<file path="config.mk">
export PLATFORM = sky130hd
export DESIGN_NAME = multi_train_speed_reverse_sequencer_top
export DESIGN_NICKNAME = d
export VERILOG_FILES = /design/src/rtl/mtsrs_pkg.sv /design/src/rtl/mtsrs_store.sv /design/src/rtl/multi_train_speed_reverse_sequencer_top.sv
export VERILOG_INCLUDE_DIRS = /design/src /design/src/rtl
export SDC_FILE = /design/constraint.sdc
export NUM_CORES = 1
export LEC_CHECK = 0
export BUFFER_PORTS_ARGS = -buffer_cell sky130_fd_sc_hd__buf_2
export CAP_MARGIN = 20
export CORE_MARGIN = 4
export CORE_UTILIZATION = 60
export CTS_BUF_LIST = sky130_fd_sc_hd__clkbuf_8
export CTS_CLUSTER_SIZE = 14
export DETAILED_ROUTE_END_ITERATION = 10
export GPL_TIMING_DRIVEN = 0
export PLACE_DENSITY = 0.77
export REMOVE_ABC_BUFFERS = 1
export SLEW_MARGIN = 20
export SYNTH_ARGS = -nofsm -noshare
export SYNTH_HDL_FRONTEND = slang
export SYNTH_SLANG_ARGS = --single-unit
</file>
<file path="constraint.sdc">
create_clock -name clk -period 11.9 [get_ports clk]
set_clock_uncertainty 0.15 [all_clocks]
set_input_delay 2.38 -clock clk [delete_from_list [all_inputs] [get_ports clk]]
set_output_delay 2.38 -clock clk [all_outputs]
set_load 0.1 [all_outputs]
</file>
<file path="src/rtl/multi_train_speed_reverse_sequencer_top_defines.svh">
// Assertion macros shared by the sequencer. Each expects clk and rst in scope.
`ifndef MULTI_TRAIN_SPEED_REVERSE_SEQUENCER_TOP_DEFINES_SVH
`define MULTI_TRAIN_SPEED_REVERSE_SEQUENCER_TOP_DEFINES_SVH

// Same-cycle implication, checked outside reset.
`define MTSRS_ASSERT_NOW(label, ante, cons, msg) \
  label: assert property (@(posedge clk) disable iff (rst) (ante) |-> (cons)) else $error(msg);

// Next-cycle implication, checked outside reset.
`define MTSRS_ASSERT_NEXT(label, ante, cons, msg) \
  label: assert property (@(posedge clk) disable iff (rst) (ante) |=> (cons)) else $error(msg);

`endif

</file>
<file path="src/rtl/mtsrs_pkg.sv">
`timescale 1ns / 1ps

package mtsrs_pkg;

  localparam int NUM_TRAINS_DEF = 16;

  localparam int FUNC_W      = 2;
  localparam int TRAIN_NUM_W = 8;
  localparam int STEP_W      = 8;
  localparam int KIND_W      = 2;
  localparam int TRAIN_W     = 5;
  localparam int VALUE_W     = 10;
  localparam int SPEED_W     = 4;
  localparam int CD_W        = 11;
  localparam int BASE_W      = 10;
  localparam int RATE_W      = 6;
  localparam int CFG_IDX_W   = 1;
  localparam int CFG_DATA_W  = 10;
  localparam int CNT_W       = 6;

  localparam int MAX_STEP    = 14;
  localparam int STEP_SCALE  = 77;
  localparam int MAX_RESULTS = 32;

  localparam logic [FUNC_W-1:0] FUNC_SPEED   = 2'd0;
  localparam logic [FUNC_W-1:0] FUNC_REVERSE = 2'd1;
  localparam logic [FUNC_W-1:0] FUNC_TICK    = 2'd2;

  localparam logic [KIND_W-1:0] KIND_FUNC  = 2'd0;
  localparam logic [KIND_W-1:0] KIND_DIR   = 2'd1;
  localparam logic [KIND_W-1:0] KIND_SPEED = 2'd2;

  localparam logic [CFG_IDX_W-1:0] REG_BASE = 1'd0;
  localparam logic [CFG_IDX_W-1:0] REG_RATE = 1'd1;

  localparam logic [BASE_W-1:0] BASE_RESET = 10'd50;
  localparam logic [RATE_W-1:0] RATE_RESET = 6'd25;

  typedef struct packed {
    logic [SPEED_W-1:0] speed;
    logic               forward;
    logic               reversing;
    logic               touched;
    logic [CD_W-1:0]    countdown;
  } entry_t;

  localparam entry_t ENTRY_RESET = '{
    speed:     '0,
    forward:   1'b1,
    reversing: 1'b0,
    touched:   1'b0,
    countdown: '0
  };

  // Track speed for a step: zero stays zero, otherwise 1 + (step - 1) * scale.
  function automatic logic [VALUE_W-1:0] scaled_speed(input logic [SPEED_W-1:0] step);
    logic [VALUE_W:0] s;
    s = (VALUE_W+1)'(1) + (VALUE_W+1)'(step - SPEED_W'(1)) * (VALUE_W+1)'(STEP_SCALE);
    return (step == '0) ? '0 : s[VALUE_W-1:0];
  endfunction

endpackage

</file>
<file path="src/rtl/mtsrs_store.sv">
`timescale 1ns / 1ps

module mtsrs_store #(
  parameter int NUM_TRAINS = mtsrs_pkg::NUM_TRAINS_DEF
) (
  input  logic                                              clk,
  input  logic                                              rst,
  input  logic                                              rd_en,
  input  logic [((NUM_TRAINS > 1) ? $clog2(NUM_TRAINS) : 1)-1:0] rd_addr,
  output mtsrs_pkg::entry_t                                 rd_data,
  input  logic                                              wr_en,
  input  logic [((NUM_TRAINS > 1) ? $clog2(NUM_TRAINS) : 1)-1:0] wr_addr,
  input  mtsrs_pkg::entry_t                                 wr_data
);

  mtsrs_pkg::entry_t mem [NUM_TRAINS];
  logic [NUM_TRAINS-1:0] vld;
  mtsrs_pkg::entry_t rd_raw;
  logic rd_vld;

  always_ff @(posedge clk) begin
    if (wr_en) begin
      mem[wr_addr] <= wr_data;
    end
    if (rd_en) begin
      rd_raw <= mem[rd_addr];
    end
  end

  // An entry never written since reset reads back as the reset entry.
  always_ff @(posedge clk) begin
    if (rst) begin
      vld    <= '0;
      rd_vld <= 1'b0;
    end else begin
      if (wr_en) begin
        vld[wr_addr] <= 1'b1;
      end
      if (rd_en) begin
        rd_vld <= vld[rd_addr];
      end
    end
  end

  assign rd_data = rd_vld ? rd_raw : mtsrs_pkg::ENTRY_RESET;

endmodule

</file>
<file path="src/rtl/multi_train_speed_reverse_sequencer_top.sv">
`timescale 1ns / 1ps
// Channel        Handshake             Payload
// request in     start / busy          func, train_number, speed_step
// command out    strobe (no back-off)  cmd_kind, cmd_train, cmd_value, last
// config write   cfg_write             cfg_index, cfg_data
//
// A speed or reverse request passes the entry, any emit and the flush state before busy falls.
// A tick walks the train table one entry per cycle through its read and write ports,
// except where an expiring train holds the walk to send its direction and speed commands.
// Invalid requests are accepted and dropped without raising busy.
// Reset is synchronous; per-entry valid bits make the table read as reset at once.
// Commands appear one cycle each on strobe and cannot be held off by the receiver.

`include "multi_train_speed_reverse_sequencer_top_defines.svh"

module multi_train_speed_reverse_sequencer_top #(
  parameter int NUM_TRAINS = mtsrs_pkg::NUM_TRAINS_DEF
) (
  input  logic                                clk,
  input  logic                                rst,
  input  logic                                start,
  output logic                                busy,
  input  logic [mtsrs_pkg::FUNC_W-1:0]        func,
  input  logic [mtsrs_pkg::TRAIN_NUM_W-1:0]   train_number,
  input  logic [mtsrs_pkg::STEP_W-1:0]        speed_step,
  output logic                                strobe,
  output logic [mtsrs_pkg::KIND_W-1:0]        cmd_kind,
  output logic [mtsrs_pkg::TRAIN_W-1:0]       cmd_train,
  output logic [mtsrs_pkg::VALUE_W-1:0]       cmd_value,
  output logic                                last,
  input  logic                                cfg_write,
  input  logic [mtsrs_pkg::CFG_IDX_W-1:0]     cfg_index,
  input  logic [mtsrs_pkg::CFG_DATA_W-1:0]    cfg_data
);

  localparam int IDX_W = (NUM_TRAINS > 1) ? $clog2(NUM_TRAINS) : 1;
  localparam logic [IDX_W-1:0] LAST_IDX = IDX_W'(NUM_TRAINS - 1);

  localparam logic [1:0] S_IDLE  = 2'd0;
  localparam logic [1:0] S_ENT   = 2'd1;
  localparam logic [1:0] S_EMIT  = 2'd2;
  localparam logic [1:0] S_FLUSH = 2'd3;

  localparam int M_F0    = 0;
  localparam int M_DIR   = 1;
  localparam int M_SPEED = 2;

  logic [1:0] state;

  logic [mtsrs_pkg::BASE_W-1:0] base;
  logic [mtsrs_pkg::RATE_W-1:0] rate;

  // Request held for the duration of its work.
  logic                            is_tick;
  logic                            is_reverse;
  logic [mtsrs_pkg::SPEED_W-1:0]   op_step;
  logic [mtsrs_pkg::TRAIN_W-1:0]   op_train;
  logic [IDX_W-1:0]                idx;
  logic [mtsrs_pkg::CNT_W-1:0]     n;

  // Commands still to be sent for the current train.
  logic [2:0]                      mask;
  logic [mtsrs_pkg::TRAIN_W-1:0]   q_train;
  logic                            q_dir;
  logic [mtsrs_pkg::VALUE_W-1:0]   q_speed;

  // One command is held back so that the final one can be marked.
  logic                            pend_valid;
  logic [mtsrs_pkg::KIND_W-1:0]    pend_kind;
  logic [mtsrs_pkg::TRAIN_W-1:0]   pend_train;
  logic [mtsrs_pkg::VALUE_W-1:0]   pend_value;

  logic                            rd_en;
  logic [IDX_W-1:0]                rd_addr;
  mtsrs_pkg::entry_t               e;
  mtsrs_pkg::entry_t               e_new;
  logic                            wr_en;

  logic                            accept;
  logic                            train_ok;
  logic                            cmd_ok;
  logic                            tick_go;

  logic [2:0]                      m;
  logic                            dirv;
  logic [mtsrs_pkg::VALUE_W-1:0]   speedv;
  logic [mtsrs_pkg::CD_W-1:0]      c;
  logic [mtsrs_pkg::BASE_W-1:0]    prod;
  logic [mtsrs_pkg::TRAIN_W-1:0]   cur_train;
  logic [5:0]                      train_inc;

  logic [2:0]                      mask_rest;
  logic [mtsrs_pkg::KIND_W-1:0]    new_kind;
  logic [mtsrs_pkg::VALUE_W-1:0]   new_value;
  logic                            tail;
  logic                            more;

  assign busy   = (state != S_IDLE);
  assign accept = start && !busy;

  assign train_ok = (train_number != '0) &&
                    ({1'b0, train_number} <= (mtsrs_pkg::TRAIN_NUM_W+1)'(NUM_TRAINS));
  assign tick_go  = (func == mtsrs_pkg::FUNC_TICK);
  assign cmd_ok   = train_ok &&
                    (((func == mtsrs_pkg::FUNC_SPEED) &&
                      (speed_step <= mtsrs_pkg::STEP_W'(mtsrs_pkg::MAX_STEP))) ||
                     (func == mtsrs_pkg::FUNC_REVERSE));

  assign train_inc = 6'(idx) + 6'd1;
  assign cur_train = is_tick ? train_inc[mtsrs_pkg::TRAIN_W-1:0] : op_train;
  assign prod      = mtsrs_pkg::BASE_W'(e.speed) * mtsrs_pkg::BASE_W'(rate);

  // Read-modify-write of the entry that arrived from the table this cycle.
  always_comb begin
    e_new  = e;
    m      = '0;
    dirv   = 1'b0;
    speedv = '0;
    c      = (e.countdown <= mtsrs_pkg::CD_W'(1)) ? '0 : e.countdown - mtsrs_pkg::CD_W'(1);
    if (is_tick) begin
      if (e.reversing) begin
        if (c == '0) begin
          if (n > mtsrs_pkg::CNT_W'(mtsrs_pkg::MAX_RESULTS - 2)) begin
            // No room left in this tick; the train expires on a later one.
            e_new.countdown = mtsrs_pkg::CD_W'(1);
          end else begin
            m[M_DIR]        = 1'b1;
            m[M_SPEED]      = 1'b1;
            dirv            = e.forward;
            speedv          = mtsrs_pkg::scaled_speed(e.speed);
            e_new.forward   = !e.forward;
            e_new.reversing = 1'b0;
            e_new.countdown = '0;
          end
        end else begin
          e_new.countdown = c;
        end
      end
    end else begin
      if (!e.touched) begin
        m[M_F0]       = 1'b1;
        m[M_DIR]      = 1'b1;
        e_new.touched = 1'b1;
      end
      m[M_SPEED] = 1'b1;
      if (!is_reverse) begin
        e_new.speed = op_step;
        m[M_SPEED]  = !e.reversing;
        speedv      = mtsrs_pkg::scaled_speed(op_step);
      end else if (e.reversing) begin
        e_new.reversing = 1'b0;
        speedv          = mtsrs_pkg::scaled_speed(e.speed);
      end else begin
        e_new.reversing = 1'b1;
        e_new.countdown = mtsrs_pkg::CD_W'(base) + mtsrs_pkg::CD_W'(prod);
      end
    end
  end

  assign mask_rest = mask & (mask - 3'd1);

  always_comb begin
    if (mask[M_F0]) begin
      new_kind  = mtsrs_pkg::KIND_FUNC;
      new_value = mtsrs_pkg::VALUE_W'(1);
    end else if (mask[M_DIR]) begin
      new_kind  = mtsrs_pkg::KIND_DIR;
      new_value = mtsrs_pkg::VALUE_W'(q_dir);
    end else begin
      new_kind  = mtsrs_pkg::KIND_SPEED;
      new_value = q_speed;
    end
  end

  assign tail  = ((state == S_ENT) && (m == '0)) || ((state == S_EMIT) && (mask_rest == '0));
  assign more  = tail && is_tick && (idx != LAST_IDX);
  assign wr_en = (state == S_ENT);

  always_comb begin
    rd_en   = more || (accept && (tick_go || cmd_ok));
    rd_addr = IDX_W'(train_number - mtsrs_pkg::TRAIN_NUM_W'(1));
    if (more) begin
      rd_addr = idx + IDX_W'(1);
    end else if (tick_go) begin
      rd_addr = '0;
    end
  end

  mtsrs_store #(
    .NUM_TRAINS(NUM_TRAINS)
  ) u_store (
    .clk     (clk),
    .rst     (rst),
    .rd_en   (rd_en),
    .rd_addr (rd_addr),
    .rd_data (e),
    .wr_en   (wr_en),
    .wr_addr (idx),
    .wr_data (e_new)
  );

  always_ff @(posedge clk) begin
    if (rst) begin
      state      <= S_IDLE;
      base       <= mtsrs_pkg::BASE_RESET;
      rate       <= mtsrs_pkg::RATE_RESET;
      mask       <= '0;
      n          <= '0;
      pend_valid <= 1'b0;
      strobe     <= 1'b0;
    end else begin
      strobe <= 1'b0;
      if (cfg_write) begin
        unique case (cfg_index)
          mtsrs_pkg::REG_BASE: base <= cfg_data[mtsrs_pkg::BASE_W-1:0];
          mtsrs_pkg::REG_RATE: rate <= cfg_data[mtsrs_pkg::RATE_W-1:0];
          default: ;
        endcase
      end
      unique case (state)
        S_IDLE: begin
          if (accept && (tick_go || cmd_ok)) begin
            state <= S_ENT;
            n     <= '0;
          end
        end
        S_ENT: begin
          if (m != '0) begin
            state <= S_EMIT;
            mask  <= m;
            if (is_tick) begin
              n <= n + mtsrs_pkg::CNT_W'(2);
            end
          end else if (!more) begin
            state <= S_FLUSH;
          end
        end
        S_EMIT: begin
          strobe     <= pend_valid;
          pend_valid <= 1'b1;
          mask       <= mask_rest;
          if (mask_rest == '0) begin
            state <= more ? S_ENT : S_FLUSH;
          end
        end
        S_FLUSH: begin
          strobe     <= pend_valid;
          pend_valid <= 1'b0;
          state      <= S_IDLE;
        end
        default: state <= S_IDLE;
      endcase
    end
  end

  always_ff @(posedge clk) begin
    if (accept) begin
      is_tick    <= tick_go;
      is_reverse <= (func == mtsrs_pkg::FUNC_REVERSE);
      op_step    <= speed_step[mtsrs_pkg::SPEED_W-1:0];
      op_train   <= train_number[mtsrs_pkg::TRAIN_W-1:0];
      idx        <= rd_addr;
    end else if (more) begin
      idx <= rd_addr;
    end
    if (state == S_ENT) begin
      q_train <= cur_train;
      q_dir   <= dirv;
      q_speed <= speedv;
    end
    if (state == S_EMIT) begin
      cmd_kind   <= pend_kind;
      cmd_train  <= pend_train;
      cmd_value  <= pend_value;
      last       <= 1'b0;
      pend_kind  <= new_kind;
      pend_train <= q_train;
      pend_value <= new_value;
    end else if (state == S_FLUSH) begin
      cmd_kind  <= pend_kind;
      cmd_train <= pend_train;
      cmd_value <= pend_value;
      last      <= 1'b1;
    end
  end

  `MTSRS_ASSERT_NOW(a_strobe_from_busy, strobe, $past(busy), "command sent without a request")
  `MTSRS_ASSERT_NEXT(a_last_ends_burst, strobe && last, !strobe, "command after final one")
  `MTSRS_ASSERT_NOW(a_idle_no_pending, state == S_IDLE, !pend_valid, "command left behind")

endmodule
</file>
Word level (Yosys, flattened, before mapping)
Memories as Yosys holds them, arrays and structs flattened. A register that Yosys moved wholly into a read port is not among the register bits.
Index checks and enable logic that the tools add are counted.
{"block": "op_classes", "addsub": 11, "n_mul": 3, "div_mod_pow": 0, "magnitude_cmp": 7, "eq_ne": 11, "shift": 0, "mux": 65, "bitwise": 7, "n_reduce_logical": 40}
{"operator": "$mux W10", "count": 10}
{"operator": "$mux W11", "count": 6}
{"operator": "$mux W2", "count": 16}
{"operator": "$mux W4", "count": 6}
{"operator": "$add A1 B10 Y10 const A", "count": 2}
{"operator": "$mul A5 B8 Y10 const B", "count": 2}
{"operator": "$mux W18", "count": 1}
{"operator": "$mux W6", "count": 3}
{"operator": "$or A16 B16 Y16", "count": 1}
{"operator": "$mux W5", "count": 3}
{"operator": "$mux W1", "count": 13}
{"operator": "$pmux W6 S2", "count": 1}
{"operator": "$add A10 B10 Y11", "count": 1}
{"operator": "$le A11 B1 Y1 const B", "count": 1}
{"operator": "$logic_not A11 Y1", "count": 1}
{"operator": "$sub A11 B1 Y11 const B", "count": 1}
{"operator": "$logic_and A1 B1 Y1", "count": 10}
{"operator": "$lt A4 B5 Y1 const B", "count": 2}
{"operator": "$mul A4 B6 Y10", "count": 1}
{"operator": "$reduce_bool A2 Y1", "count": 5}
{"operator": "$sub A4 B1 Y5 const B", "count": 2}
{"operator": "$le A8 B4 Y1 const B", "count": 1}
{"operator": "$le A8 B5 Y1 const B", "count": 1}
{"operator": "$logic_not A4 Y1", "count": 2}
{"operator": "31 further kinds", "count": 52}
{"block": "totals", "ff_bits": 112, "latchBits": 0, "ramBits": 288, "rom_bits": 0, "in_bits": 33, "word_cells": 170, "mem_count": 1}
{"memory": "u_store.mem", "words": 16, "width": 18, "rd": 1, "rd_ports_with_merged_regs": 1, "write_ports": 1, "line": "mtsrs_store.sv:16", "source": "mtsrs_pkg::entry_t mem [NUM_TRAINS];"}

Logic depth before layout (Yosys ltp)
Gate-level depths: netlist (run 1).
{"block": "logic_depth", "word_depth": 15, "depth_mapped": 22, "depth_no_buf": 20}

Modules after synthesis
A second synthesis (run 1) with hierarchy kept.
{"block": "hier_totals", "cells_unflattened": 1211, "area_unflattened_um2": 18751.7}
{"mod": "mtsrs_store", "n_inst": 1, "cells_each": 527, "area_each_um2": 12203.0}
{"mod": "multi_train_speed_reverse_sequencer_top", "n_inst": 1, "cells_each": 684, "area_each_um2": 6548.8}

Least setup slack after synthesis (run 1)
Ideal clock, no wire load.
{"block": "synth_path", "kind": "flip-flop to flip-flop", "startpoint": "register u_store.rd_vld", "endpoint": "memory u_store.mem[0][7] (netlist bit), data pin", "setup_time_ns": 0.330, "arrival_ns": 4.913, "required_time_ns": 11.420, "slack_ns": 6.506, "path_stages_with_launch": 20, "n_path_buf": 4, "synth_period_minus_slack_ns": 5.394, "path_cell_list": "dfxtp_1 > clkbuf_1 > buf_1 > clkbuf_1 > buf_1 > nand3_1 > fa_1 > fa_1 > fa_1 > inv_1 > ha_1 > a21oi_1 > o21bai_1 > a21oi_1 > nor2_1 > nor2_1 > xnor2_1 > nor2_1 > a31oi_1 > o21ai_0"}
{"element": "start, declared", "line": "mtsrs_store.sv:19", "source": "logic rd_vld;"}
{"element": "start signal, assigned", "line": "mtsrs_store.sv:40", "source": "rd_vld <= vld[rd_addr];"}
{"element": "end, declared", "line": "mtsrs_store.sv:16"}

Worst setup path after layout (run 1)
{"block": "layout_path", "startpoint": "register state[1]", "endpoint": "register, netlist name u_store.rd_raw[11]"}
{"block": "layout_between", "elab_chain_cells": 6, "word_cells_on_any_way": 13, "cone_classes": "eq/ne: 2; mux: 1; reduce/logical: 10"}
{"element": "start, declared", "line": "multi_train_speed_reverse_sequencer_top.sv:48", "source": "logic [1:0] state;"}
{"element": "start signal, assigned", "line": "multi_train_speed_reverse_sequencer_top.sv:243", "source": "state <= more ? S_ENT : S_FLUSH;"}
{"element": "$eq A2 B1 Y1 / $eq A2 B2 Y1 (equally long branches)", "line": "multi_train_speed_reverse_sequencer_top.sv:175", "source": "assign tail = ((state == S_ENT) && (m == '0)) || ((state == S_EMIT) && (mask_rest == '0));"}
{"element": "$logic_and A1 B1 Y1", "line": "multi_train_speed_reverse_sequencer_top.sv:175"}
{"element": "$logic_or A1 B1 Y1", "line": "multi_train_speed_reverse_sequencer_top.sv:175"}
{"element": "$logic_and A1 B1 Y1 (2 in a row)", "line": "multi_train_speed_reverse_sequencer_top.sv:176", "source": "assign more = tail && is_tick && (idx != LAST_IDX);"}
{"element": "$mux W4 / $logic_or A1 B1 Y1 (equally long branches)", "line": "multi_train_speed_reverse_sequencer_top.sv:182, multi_train_speed_reverse_sequencer_top.sv:180"}
Parallel ways exist; a longest one is shown, timed or not.
A chain may end at the register's enable or synchronous reset.

==> metrics.yaml, run 1 <==
outcome:
  status: "finished clean"
logic_synthesis:
  synth_simple_gate_area_share_pct: 7.17
  ys_top_cells_by_area: "edfxtp_1 (57%), mux2i_1 (14%), dfxtp_1 (4.7%)"
  syn_inst: 1415
  synth.distinct_cells: 69
  syn-cell-area_um2: 19500
  synth_seq_cells: 417
  synth_top_family_by_area: "multiplexers"
  synth_area_leader_cell: "edfxtp_1"
  synth_adder_area_share_pct: 6.16
  synth-warning-count: 0
  synthArstFlopShare_pct: 0
  synthFlopType: "edfxtp_1"
  syn_avg_cell_area_um2: 13.8
  synth_edf_count: 371
  synth_mux_area_share_pct: 14.4
  synth_compound_area_share_pct: 5.15
  yosys.area.top_type_share_pct: 57.2
  yosysSeqAreaShare_pct: 62.0
  synth_xor_area_share_pct: 1.71
final_layout:
  drive_gt1_share_pct: 14.1
  diodes: 0
  n_fill_cell: 2080
  ff_latch_area_um2: 12100
  syn2layout_area_growth_pct: 13.7
  finalNetCount: 1627
  multi_input_area_um2: 6910
  fin_cells: 2000
floorplanning:
  die_width_um: 188
  coreArea_um2: 31800
  chipHeight_um: 188
  start_util_pct: 61.2
  ios: 53
  die_area_um2: 35400
  num_rows: 65
grt:
  grt_pass1_wl_mm: 62.9
  grt_pass1_vias: 11600
  grt_max_degree: 89
  antenna_found_initial: 0
  gr-usage-all-layers_pct: 22.7
  grt_overflow: 0
worst_hold_path:
  hold_depth: 0
  min_path_type: "reg2reg"
detailed_routing:
  wl_mm: 40.3
  ant_nets: 0
  first_pass_iters: 6
  drt_iter0_markers: 877
  route.vias.total: 11700
  viasPerCell: 5.85
  drcViolationCount: 0
  wire_per_inst_um: 20.1
worst_setup_path:
  cpPeakStageDelay_ns: 0.96
  cp-end-kind: "register"
  crit_fanout: 88
  path_cells: "inv_1 -> nand2_1 -> clkinv_1 -> o31ai_1 -> a21oi_1 -> o21ai_4 -> mux2i_2 -> inv_12 -> buf_16 -> mux2i_1 -> mux2i_1 -> mux2i_1 -> mux2i_1"
  critPathBufInv: 4
  required_ns: 12.12
  criticalPathCategory: "reg2reg"
  path_common_cell: "mux2i_1"
  cp_num_cells: 13
  rr_worst_depth: 13
  worst_path_dominant_cell_family: "buffers and inverters"
  setup.worst_path.start_class: "register"
  worstPathArrival_ns: 5.66
  slowest_stage: "dfxtp_1"
timing:
  tightest_slew_ns: 1.05
  tns_ns: 0
  hold_violations: 0
  holdWs_ns: 0.268
  max-slew-margin-rel_pct: 29.8
  finalSetupViolations: 0
  fmaxAchievable_mhz: 184
  rsz0062_at_grt: "false"
  finalCritPeriodShare_pct: 45.7
  period_minus_slack_ns: 5.43
  drv_slew: 0
clock_tree:
  cts.sink_count: 417
  cts_max_path_buffers: 3
  clock_latency_ns: 0.59
  cts_resized: 0
  cts_buffers: 69
  cts_tree: "built"
  root_buffer: "clkbuf_8"
  postCtsSetupBuffers: 0
  ctsHoldBuffers: 0
  cts_max_level: 3
  clk_pin_slew_ns: 0.06
place:
  numPortBuffers: 52
  dp_hpwl_mm: 26.5
  gp_congestion: 0.917
  dp.cells: 1876
power:
  pwr_density_cell_nw_per_um2: 152
  p_leak_nw: 8.67
  ir_drop_uv: 85.4
flow_run:
  drv_cap: 0
==> synthesized netlist by cell type (9+ instances only) <==
cell and n:
a21oi_1 47, a31oi_1 9, and2_1 14, and3_1 14, buf_2 17, clkbuf_1 28
dfxtp_1 46, edfxtp_1 371, fa_1 23, ha_1 59, inv_1 81, mux2i_1 274
nand2_1 96, nand3_1 29, nor2_1 92, nor2b_1 9, nor3_1 11, o21ai_0 30
xnor2_1 23, xor2_1 15
==> power breakdown <==
part	internal, W	switching (W)	leakage (nW)
combinational	0.000219	0.000310	4.13
sequential	0.00164	0.0000326	3.80
clock	0.000606	0.000551	0.739
==> routing by layer <==
metal	share of wire (%)	track usage (%)	up-vias
met1	43	30.9	5731
met2	47	36.1	448
met5	0	0	-
li1	-	-	5420
met3	6.7	4.67	101
met4	3.7	9.32	0
==> layout make-up <==
cell class | instances | share of cell area (%)
multi-input cells | 850 | 31.2
clock buffers | 71 | 4.41
clock inverters | 53 | 1.38
well taps | 435 | 2.46
inverters | 83 | 1.46
repair buffers | 91 | 4.58
flip-flops and latches | 417 | 54.5
==> kinds of logic after synthesis <==
| family | after synthesis |
|---|---|
| adder cells (fa/ha/maj) | 82 |
| flip-flops | 417 |
| AND/OR/NAND/NOR | 299 |
| multiplexers | 279 |
| XOR/XNOR | 38 |
| buffers and inverters | 148 |
| AO/OA/AOI/OAI | 152 |
==> placed cells by master (no fill, tap or decap), drive strengths merged, types with 46 or more instances in the layout <==
cell      n
a21oi    47
buf      91
clkbuf   71
dfxtp    46
edfxtp  371
ha       59
inv     109
mux2i   275
nand2    96
nor2     92
==> stage by stage <==
step | area [µm²] | worst slack [ns] | utilization (%) | total power (W)
finish | 22100 | 6.47 | 69.6 | 0.00336
CTS | 22100 | 6.46 | 69.6 | 0.00338
global route | 22100 | 6.06 | 69.6 | 0.00352
detailed placement | 20800 | 6.48 | 65.5 | 0.00223
floorplan | 19100 | 2.86 | - | 0.00209
global placement | 19900 | -1.24 | 62.7 | 0.00221
==> path summary, 6_finish.rpt <==
check,end,slack [ns],start
min reg2reg,cmd_train[2],0.27,pend_train[2]
max,u_store.rd_raw[11],6.47,state[1]
max reg2reg,u_store.rd_raw[11],6.47,state[1]
min,cmd_train[2],0.27,pend_train[2]
==> registers in the layout, summed over array words and instances, names as in the netlist, 5 cells and up <==
name	cells
u_store.vld	16
q_train	5
n	5
u_store.rd_raw	18
rate	6
base	10
pend_train	5
u_store.mem	288
pend_value	10
op_train	5
cmd_value	10
cmd_train	5
q_speed	10
Power figures use the tool's default switching activity.
==> run 2, diff against run 1 <==
- CORE_UTILIZATION: 60 -> 59
- PLACE_DENSITY: 0.77 -> 0.79
- clock period: 11.9 -> 4.7 ns (I/O delays scaled with it)
==> metrics.yaml, run 2 (same netlist as run 1, synthesis figures left out) <==
final_layout:
  syn2layout_area_growth_pct: 15.1
  reg_top3: "u_store.mem: 288 flops, u_store.rd_raw: 18 flops, u_store.vld: 16 flops"
  ff_latch_area_um2: 12100
  mostFrequentLayoutCells: "edfxtp_1 (371), mux2i_1 (274), nand2_1 (96), inv_1 (94), nor2_1 (78)"
  diodes: 0
  multi_input_area_um2: 7010
  final_common_cell: "edfxtp_1"
  n_fill_cell: 2138
  drive_gt1_share_pct: 16.0
  largest_reg_flops: 288
  top_register: "u_store.mem"
  fin_cells: 2020
  finalNetCount: 1642
  postLayoutCoreUtil_pct: 68.8
power:
  p_leak_nw: 8.75
  fin_total_pwr_w: 0.00861
  ir_drop_uv: 199
  pwr_density_cell_nw_per_um2: 384
clock_tree:
  clk_pin_slew_ns: 0.06
  cts.sink_count: 417
  ctsHoldBuffers: 0
  cts_max_path_buffers: 3
  cts_max_level: 3
  clock_latency_ns: 0.59
  root_buffer: "clkbuf_8"
  cts_buffers: 67
  cts_tree: "built"
grt:
  grt_max_degree: 56
  grt_pass1_vias: 11800
  grt_pass1_wl_mm: 65.8
  antenna_found_initial: 0
  gr-usage-all-layers_pct: 23.7
  grt_overflow: 0
worst_hold_path:
  min_path_type: "reg2reg"
  hold_start: "pend_value[3]"
detailed_routing:
  drcViolationCount: 0
  first_pass_iters: 9
  viasPerCell: 5.94
  wire_per_inst_um: 21.3
  drt_iter0_markers: 994
  ant_nets: 0
  route.vias.total: 12000
  wl_mm: 43.0
timing:
  rsz0062_at_grt: "true"
  tightest_slew_ns: 1.09
  setup_ws_ns: 0.126
  finalSetupViolations: 0
  holdWs_ns: 0.270
  fmaxAchievable_mhz: 219
  period_minus_slack_ns: 4.57
  hold_violations: 0
  drv_slew: 0
  finalCritPeriodShare_pct: 97.3
  max-slew-margin-rel_pct: 27.1
floorplanning:
  die_area_um2: 36000
  coreArea_um2: 32500
  num_rows: 66
  chipHeight_um: 190
  ios: 53
  start_util_pct: 59.8
  die_width_um: 190
place:
  dp_hpwl_mm: 27.4
  dp.cells: 1884
  post-place-ws_ns: -0.665
  gp_congestion: 0.890
  numPortBuffers: 52
worst_setup_path:
  worstPathArrival_ns: 4.72
  path_cells: "and2_4 -> buf_12 -> clkinvlp_4 -> ha_4 -> nand2_1 -> inv_1 -> ha_1 -> ha_1 -> inv_1 -> fa_1 -> inv_1 -> ha_1 -> a31oi_2 -> o21bai_1 -> a21oi_2 -> o21ba_2 -> xnor2_1 -> nor2_1 -> a221oi_1 -> a21oi_1"
  criticalPathCategory: "reg2reg"
  cp-end-kind: "register"
  crit_fanout: 5
  slowest_stage: "fa_1"
  required_ns: 4.84
  setup.worst_path.start_class: "register"
  cp-startpoint: "u_store.rd_raw[15]"
  cpPeakStageDelay_ns: 0.50
  regToRegStartpoint: "u_store.rd_raw[15]"
flow_run:
  drv_cap: 0
outcome:
  status: "finished clean"
run 2: cell type report:
type                            instances  area share, %
Clock buffer                           67           4.12
Sequential cell                       417           53.9
Timing Repair Buffer                  107           5.26
Tap cell                              442           2.47
Inverter                               83           1.48
Clock inverter                         53           1.51
Multi-Input combinational cell        851           31.3
run 2: layer usage:
| metal | vias up | track usage, % | routed length [µm] |
|---|---|---|---|
| li1 | 5446 | - | - |
| met4 | 0 | 8.63 | 1440 |
| met2 | 540 | 39.2 | 20700 |
| met3 | 109 | 4.42 | 3270 |
| met5 | - | 0 | 0 |
| met1 | 5902 | 31.7 | 17600 |
run 2: through the flow:
step | setup TNS (ns) | cell area [µm²]
after floorplan | -120.84 | 19100
after global placement | -432.27 | 19900
after detailed placement | -43.84 | 20800
after CTS | 0 | 22200
after global routing | -0.112 | 22400
final | 0 | 22400
run 2: worst paths after layout:
check	endpoint	slack, ns	depth (start not counted)
worst min-delay path	cmd_value[3]	0.27	0
worst max-delay path	q_speed[9]	0.13	20
worst max register to register	q_speed[9]	0.13	20
worst min register to register	cmd_value[3]	0.27	0
run 2: what timing repair did:
item,CTS,global route
pin swaps,1,1
gates resized for setup,11,14
buffers inserted,4,8
cloned,3,0
setup endpoints to repair,117,65
run 2: worst max-delay path: cells and delay by family, from the launching register on:
kind | cells | cell delay, ns
adder cells (fa/ha/maj) | 5 | 1.66
AO/OA/AOI/OAI | 6 | 1.04
flip-flops | 1 | 0.49
buffers and inverters | 5 | 0.42
AND/OR/NAND/NOR | 3 | 0.40
XOR/XNOR | 1 | 0.11
run 2: power by group:
part	internal, W	switching, W
logic	0.000580	0.000825
registers	0.00416	0.0000756
clock network	0.00156	0.00140
total	0.00631	0.00230
